--- src/sv/lzwd_pkg.sv ---
package lzwd_pkg;

  localparam int CODE_W         = 12;
  localparam int LITERAL_COUNT  = 256;
  localparam int MAX_STRING_LEN = 64;
  localparam int BUF_DEPTH      = 64;
  localparam int BUF_AW         = $clog2(BUF_DEPTH);
  localparam int LEN_W          = 7;

  typedef struct packed {
    logic [CODE_W-1:0] code;
    logic              start_of_stream;
  } code_item_t;

  typedef struct packed {
    logic [7:0] data_byte;
    logic       last_byte;
    logic       status;
    logic       dictionary_frozen;
  } result_t;

  typedef struct packed {
    logic [CODE_W-1:0] prefix;
    logic [7:0]        final_byte;
    logic [7:0]        first_byte;
    logic [LEN_W-1:0]  length;
  } dict_entry_t;

  typedef struct packed {
    logic              en;
    logic [BUF_AW-1:0] addr;
    logic [7:0]        data;
  } buf_wr_t;

  typedef struct packed {
    logic             start;
    logic             err;
    logic             frozen;
    logic [LEN_W-1:0] len;
  } emit_job_t;

  typedef enum logic [1:0] {
    WK_IDLE,
    WK_DECIDE,
    WK_WALK,
    WK_TAIL
  } walk_state_t;

  typedef enum logic {
    EM_IDLE,
    EM_STREAM
  } emit_state_t;

endpackage

--- src/sv/lzwd_emitter.sv ---
module lzwd_emitter import lzwd_pkg::*; (
  input  logic      clk,
  input  logic      rst,
  input  buf_wr_t   buf_wr,
  input  emit_job_t job,
  output logic      emit_idle,
  output logic      dat_valid,
  input  logic      dat_ready,
  output result_t   dat
);

  emit_state_t       state, state_next;
  logic [BUF_AW-1:0] idx, idx_next;
  logic              fetched, fetched_next;
  logic [LEN_W-1:0]  len, len_next;
  logic              err, err_next;
  logic              frozen, frozen_next;

  logic [7:0]        mem [BUF_DEPTH];
  logic [7:0]        rd_data;
  logic              rd_en;
  logic [BUF_AW-1:0] rd_addr;

  logic              take;
  logic              last;
  logic              push;

  assign take      = !dat_valid || dat_ready;
  assign last      = (LEN_W'(idx) + LEN_W'(1)) == len;
  assign push      = (state == EM_STREAM) && fetched && take;
  assign emit_idle = (state == EM_IDLE);

  always_comb begin
    state_next   = state;
    idx_next     = idx;
    fetched_next = fetched;
    len_next     = len;
    err_next     = err;
    frozen_next  = frozen;
    rd_en        = 1'b0;
    rd_addr      = idx;
    case (state)
      EM_IDLE: begin
        if (job.start) begin
          state_next   = EM_STREAM;
          idx_next     = '0;
          fetched_next = 1'b0;
          len_next     = job.len;
          err_next     = job.err;
          frozen_next  = job.frozen;
        end
      end
      EM_STREAM: begin
        rd_en   = !fetched || (push && !last);
        rd_addr = fetched ? idx + BUF_AW'(1) : idx;
        if (rd_en) begin
          fetched_next = 1'b1;
        end
        if (push) begin
          if (last) begin
            state_next   = EM_IDLE;
            fetched_next = 1'b0;
          end else begin
            idx_next = idx + BUF_AW'(1);
          end
        end
      end
      default: begin
        state_next = EM_IDLE;
      end
    endcase
  end

  always_ff @(posedge clk) begin
    if (rst) begin
      state     <= EM_IDLE;
      idx       <= '0;
      fetched   <= 1'b0;
      dat_valid <= 1'b0;
    end else begin
      state   <= state_next;
      idx     <= idx_next;
      fetched <= fetched_next;
      if (take) begin
        dat_valid <= push;
      end
    end
  end

  always_ff @(posedge clk) begin
    len    <= len_next;
    err    <= err_next;
    frozen <= frozen_next;
    if (push) begin
      dat <= '{data_byte: err ? 8'd0 : rd_data, last_byte: last, status: err,
               dictionary_frozen: frozen};
    end
  end

  // reverse buffer
  always_ff @(posedge clk) begin
    if (buf_wr.en) begin
      mem[buf_wr.addr] <= buf_wr.data;
    end
    if (rd_en) begin
      rd_data <= mem[rd_addr];
    end
  end

  a_idx_in_range: assert property (@(posedge clk) disable iff (rst)
    (state == EM_STREAM) |-> (LEN_W'(idx) < len))
    else $error("emit index beyond string length");

  a_no_fill_while_streaming: assert property (@(posedge clk) disable iff (rst)
    buf_wr.en |-> (state == EM_IDLE))
    else $error("buffer written while streaming");

  a_err_single: assert property (@(posedge clk) disable iff (rst)
    (state == EM_STREAM && err) |-> (len == LEN_W'(1)))
    else $error("error transaction longer than one result");

endmodule

--- config.mk ---
export PLATFORM = sky130hd
export DESIGN_NAME = lzwd_emitter
export DESIGN_NICKNAME = d
export VERILOG_FILES = /design/src/sv/lzwd_pkg.sv /design/src/sv/lzwd_emitter.sv
export SDC_FILE = /design/constraint.sdc
export NUM_CORES = 1
export LEC_CHECK = 0
export ABC_CLOCK_PERIOD_IN_PS = 4100
export BUFFER_PORTS_ARGS = -buffer_cell sky130_fd_sc_hd__buf_4
export CAP_MARGIN = 20
export CORE_ASPECT_RATIO = 1.25
export CORE_MARGIN = 2
export CORE_UTILIZATION = 68
export CTS_CLUSTER_DIAMETER = 100
export DETAILED_ROUTE_END_ITERATION = 16
export PLACE_DENSITY_LB_ADDON = 0.2
export RECOVER_POWER = 25
export SKIP_CTS_REPAIR_TIMING = 1
export SLEW_MARGIN = 20
export SYNTH_ARGS = -nofsm -noshare
export SYNTH_HDL_FRONTEND = slang
export SYNTH_SLANG_ARGS = --single-unit
--- constraint.sdc ---
create_clock -name clk -period 4.1 [get_ports clk]
set_input_delay 0.205 -clock clk [delete_from_list [all_inputs] [get_ports clk]]
set_output_delay 0.205 -clock clk [all_outputs]
set_load 0.02 [all_outputs]
After elaboration in Yosys (flattened, before gate mapping):

Memory sizes are Yosys's and may differ from the RTL's. A register that Yosys moved wholly into a read port is not among the register bits.
Cells that the tools add are included.

* $add $sub $neg: 2
* multipliers: 0
* divide/modulo/power cells: 0
* magnitude comparators: 0
* eq/ne operators: 4
* shift operators: 0
* muxes and demuxes: 18
* bitwise operators: 1
* reductions and logical operators: 10

Operators by type and width (count)
* 2-to-1 mux 6 bit: 5
* one-hot mux 6 bit (2 select lines): 1
* 2-to-1 mux 1 bit: 10
* adder 6 x 1 -> 7 bit (second input constant): 1
* == test 7 bit: 1
* adder 6 x 1 -> 6 bit (second input constant): 1
* != test 2 bit (second input constant): 2
* one-hot mux 1 bit (2 select lines): 2
* logical AND 1 bit: 3
* logical NOT 1 bit: 3
* AND reduction 3 bit: 1
* logical OR 1 bit: 2
* != test 2 x 1 -> 1 bit (second input constant): 1
* AND reduction 2 bit: 1
* inverter 1 bit: 1

* bits in registers: 29
* bits in latches: 0
* memory bits (writable): 512
* ROM bits: 0
* bits of input ports: 28
* output and inout port bits: 13
* logic and storage cells: 47
* memories kept: 1

Memory list
* mem: words 64, bits a word 8, read ports 1, clocked after memory_dff 1, write ports 1, RTL line lzwd_emitter.sv:19 `logic [7:0] mem [BUF_DEPTH];`

Logic depth before layout (Yosys ltp):

* depth in word-level cells: 9
* gate-level depth with buffers: 10
* depth with buffers taken out: 8

Least setup slack after synthesis:

No wires, ideal clock.

* kind: register -> register
* from: register state
* to: register rd_data[0], read port of mem (enable)
* library setup time: 375 ps
* arrival time: 2415 ps
* required time: 3725 ps
* slack: 1310 ps
* cell stages (with the launch flop): 9
* buffers on the path: 3
* clock period less this slack: 2790 ps
* path through: dfxtp_1 -> and2_1 -> buf_6 -> buf_2 -> buf_2 -> nand2_1 -> inv_1 -> nand2_1 -> a21oi_1

* cells in the longest elaborated chain, start to end: 5
* elaborated cells on any way between the ends: 6
* those cells by class: mux: 2; reduce/logical: 4

Ends and longest elaborated chain
* from (decl): RTL line lzwd_emitter.sv:12 `emit_state_t state, state_next;`
* from (signal assigned): RTL line lzwd_emitter.sv:81 `state <= state_next;`
* logical AND 1 bit (2 in a row): RTL line lzwd_emitter.sv:30 `assign push = (state == EM_STREAM) && fetched && take;`
* named net push: RTL line lzwd_emitter.sv:26 `logic push;`
* logical AND 1 bit: RTL line lzwd_emitter.sv:54 `rd_en = !fetched || (push && !last);`
* logical OR 1 bit: RTL line lzwd_emitter.sv:54
* 2-to-1 mux 1 bit: RTL line lzwd_emitter.sv:42 `case (state)`
* named net rd_en: RTL line lzwd_emitter.sv:21 `logic rd_en;`
* to (decl): RTL line lzwd_emitter.sv:20 `logic [7:0] rd_data;`

The timed path passes the listed nets, and every way through them passes these cells.
A chain may end at the register's enable or synchronous reset.

Final worst setup path:

* from: register idx[3]
* to: register rd_data[2], read port of mem (data pin)

* cells in the longest elaborated chain, start to end: 6
* elaborated cells on any way between the ends: 9
* those cells by class: add/sub: 2; eq/ne: 1; mux: 3; reduce/logical: 3

Ends and longest elaborated chain
* from (decl): RTL line lzwd_emitter.sv:13 `logic [BUF_AW-1:0] idx, idx_next;`
* from (signal assigned): RTL line lzwd_emitter.sv:82 `idx <= idx_next;`
* adder 6 x 1 -> 7 bit: RTL line lzwd_emitter.sv:29 `assign last = (LEN_W'(idx) + LEN_W'(1)) == len;`
* == test 7 bit: RTL line lzwd_emitter.sv:29
* logical NOT 1 bit: RTL line lzwd_emitter.sv:54
* logical AND 1 bit: RTL line lzwd_emitter.sv:54
* logical OR 1 bit: RTL line lzwd_emitter.sv:54
* 2-to-1 mux 1 bit: RTL line lzwd_emitter.sv:42

Parallel ways exist; a longest one is shown, timed or not.

==> summary.md <==
| Metric | Value |
|---|---|
| Cells along the critical path | nand3_1, o31ai_1, and2_0, buf_4, nor3_1, o31ai_1, nor4b_2 |
| Distinct cells, synth | 63 |
| Remaining DRCs | 0 |
| Initial core utilization | 0.6871 |
| Clock Latency Late Sink | roughly 0.58 ns |
| Mapped Cells | 1468 |
| Top_reg_cell synth | edfxtp_1 |
| Skew final | 0.01104 ns |
| Pin slew with the least headroom to its limit | 3.077 ns |
| Multi-input logic area | approximately 0.0079 mm^2 |
| Syn Nets | between 1000 and 1500 |
| HP Class | primary input to register |
| Critical path type | register to register |
| Die H | about 220 um |
| CP most frequent cell | o31ai_1 |
| Data arrival, critical path | about 3.8 ns |
| Sinks on Clock Net | 549 |
| CTS H-Tree Depth | 2 |
| Setup-failing EPs final | 0 |
| Die ar. | ~0.038 mm^2 |
| Vias per cell | ~7 |
| Relative max-transition margin | -1.051 |
| Die X | about 170 um |
| Final slew viol count | 390 |
| Critical path endpoint category | register |
| HPWL after detailed placement | around 36 mm |
| Final period utilization | 0.8265 |
| Antenna Nets Post-Route | 0 |
| Syn avg cell area | around 17 um^2 |
| Worst IR Drop VDD | about 0.41 mV |
| Leading cell type in the layout, fill and taps excluded | edfxtp_1 |
| Largest net degree at the start of global routing | 88 |
| Highest clock rate | between 0.2 and 0.3 GHz |
| GRT Resource Usage Total | 0.3110 |
| Reg2Reg Launch Point | idx[3] |
| DR vias | about 14000 |
| Reg area | ~0.016 mm^2 |
| Failing checks | max-capacitance violations, max-slew violations |
| Slowest CP cell | dfxtp_1 |
| Worst r2r dst | rd_data[2] |
| Data required time of the worst path | ~4.5 ns |
| Minimum clock period after layout | ~3.4 ns |
| Placer congestion estimate | between 0.9 and 1 |
| Row count | 78 |
| Setup_tns | 0 ns |
| Synthesized area | 0.02481 mm^2 |
| Number of synthesized flops with an enable pin | between 500 and 600 |
| Overall power | about 0.011 W |
| GRT overflow | 0 |
| Crit-path max FO | 16 |
| Worst reg2reg setup slack | roughly 0.7 ns |
| TritonCTS clock tree | built |
| Crit. Startpoint | idx[3] |
| Sequential area share after synthesis | 0.6608 |
| DR pass1 iterations | 6 |
| Number of antenna violations at the first check in global routing | 2 |
| Outcome | finished, violations left |
| Unrepaired setup endpoints after global routing | false |
| Final nets | 1541 |
| Num CTS Buffers | 50 |
| P per Cell Area | 420.5 mW/mm^2 |
| Vias in the first global route | approximately 14000 |
| Leak | roughly 8.4 nW |
| Core area | 0.03611 mm^2 |
| WL per Instance | ~29 um |
| P&R area growth vs syn | 10.14% |
| Hold Path Depth | 3 |
| CP Launch Type | register |
| Number of synthesized register bits | 549 |
| Synth warnings | 0 |
| # fillers | ~2100 |
| Final wirelength | between 50 and 60 mm |
| Clock-pin transition on the worst setup and hold timing paths | around 0.07 ns |
| Hold Vio Cnt, Final | 0 |
| First-pass GRT wire length | slightly below 90 mm |
| Iter 0 DRT Violations | around 1700 |
| Share of cells above drive strength 1 | 0.1631 |
| Worst setup endpoint | rd_data[2] |
| R2r worst-path depth | 7 |
| Largest stage delay, worst path | roughly 0.65 ns |
| CTS Root Cell | clkbuf_16 |
| Max-cap violations | 6 |
| Ports | 41 |
| Port bufs | 40 |
| Commonest non-fill, non-tap cells in the layout | 540 x edfxtp_1, 311 x mux2i_1, 86 x mux4_2, 80 x nor2_1, 65 x buf_4 |
| Async SR Flop Fraction | 0 |
| Worst-case clock buffer depth | 3 |
==> cells in the mapped netlist (all sizes together) (3+ instances only) <==
library cell  count  area [um^2]
nor3             30        150.1
nand2b            7        43.79
nand2            18        67.56
nor2             80        300.3
o211ai           14        105.1
and3             33        206.5
nand3            12        65.06
nand3b            4        30.03
nor2b            21        131.4
a211oi           43        322.8
a221oi            7        61.31
or3               3        18.77
o221ai            9        78.83
nor4b             7        105.1
o31ai             9        67.56
a22oi            13        97.59
a21oi             9        45.04
o2111ai           3        26.28
nand4             4        25.02
edfxtp          540        16220
xor2              6        60.06
inv               7        26.28
mux4             91         2068
clkbuf           32        122.6
or4              11        86.33
buf              62        401.6
a22o              7        61.31
o41ai             9        78.83
o22ai             9        56.30
dfxtp             9        180.2
o21ai             4        20.02
xnor2             5        62.56
and2             10        62.56
mux2i           311         3113
==> per-layer routing <==
metal	vias up	wire length, um	global-route usage
met5	-	10	0
met4	2	2685	0.1356
met3	155	5000	0.04759
met2	841	29570	0.5209
met1	7134	21160	0.4110
li1	6070	-	-
==> cell families (layout without fill, tap and decap cells) <==
family                   count (synthesis)  count (layout)  synth area share
flip-flops                             549             549            0.6608
multiplexers                           404             404            0.2097
AND/OR/NAND/NOR                        248             248           0.05461
AO/OA/AOI/OAI                          153             153           0.04710
buffers and inverters                  102             185           0.02234
XOR/XNOR                                11              11          0.004942
adder cells (fa/ha/maj)                  1               1         0.0005042
other                                    0               2                 0
==> stage by stage <==
stage	instance area (um^2)	utilization	setup slack (ns)	hold WS, ns	instances
2_1_floorplan	24810	-	1.310	0.3039	1468
3_3_place_gp	25550	0.7075	0.8666	0.3836	1929
3_5_place_dp	25550	0.7075	0.8688	0.3863	1929
4_1_cts	27230	0.7542	0.7840	-0.2152	2020
5_1_grt	27320	0.7567	0.5400	0.03211	2031
6_report	27330	0.7568	0.7113	0.02938	2033
==> report_power, final <==
part           leakage [nW]  internal (W)  switching (W)  total [W]
registers              4.94       0.00622      0.0000291    0.00625
logic                  2.63      0.000161       0.000291   0.000452
clock network         0.824       0.00281        0.00197    0.00478
==> final cells by class <==
cell class,count,share of cell area
inverter,8,0.001099
multi-input combinational,817,0.2892
sequential,549,0.6002
timing repair buffer,86,0.02564
clock inverter,33,0.01488
clock buffer,58,0.04688
antenna,2,0.0001831
tap,480,0.02198
==> registers in the layout, summed over array words and instances (netlist names) <==
| register | cells |
|---|---|
| state | 1 |
| frozen | 1 |
| err | 1 |
| dat | 11 |
| fetched | 1 |
| rd_data | 8 |
| mem | 512 |
| len | 7 |
| idx | 6 |
| dat_valid | 1 |
==> how the worst min path moves through the flow <==
stage               from        end  slack (ns)
4_1_cts           job[4]     len[4]       -0.22
6_report       dat_ready  dat_valid        0.03
5_1_grt        dat_ready  dat_valid        0.03
3_3_place_gp      job[7]     frozen        0.38
2_1_floorplan     job[8]        err        0.30
3_5_place_dp      job[4]     len[4]        0.39
==> worst max-delay path: cells and delay by family, from the launching register on <==
| family | cells | cell delay [ns] |
|---|---|---|
| and+or+nand+nor | 4 | 1.16 |
| buffers and inverters | 1 | 0.26 |
| DFF | 1 | 0.65 |
| AOI/OAI and AO/OA | 2 | 1.15 |
(Power assumes the default switching activity.)
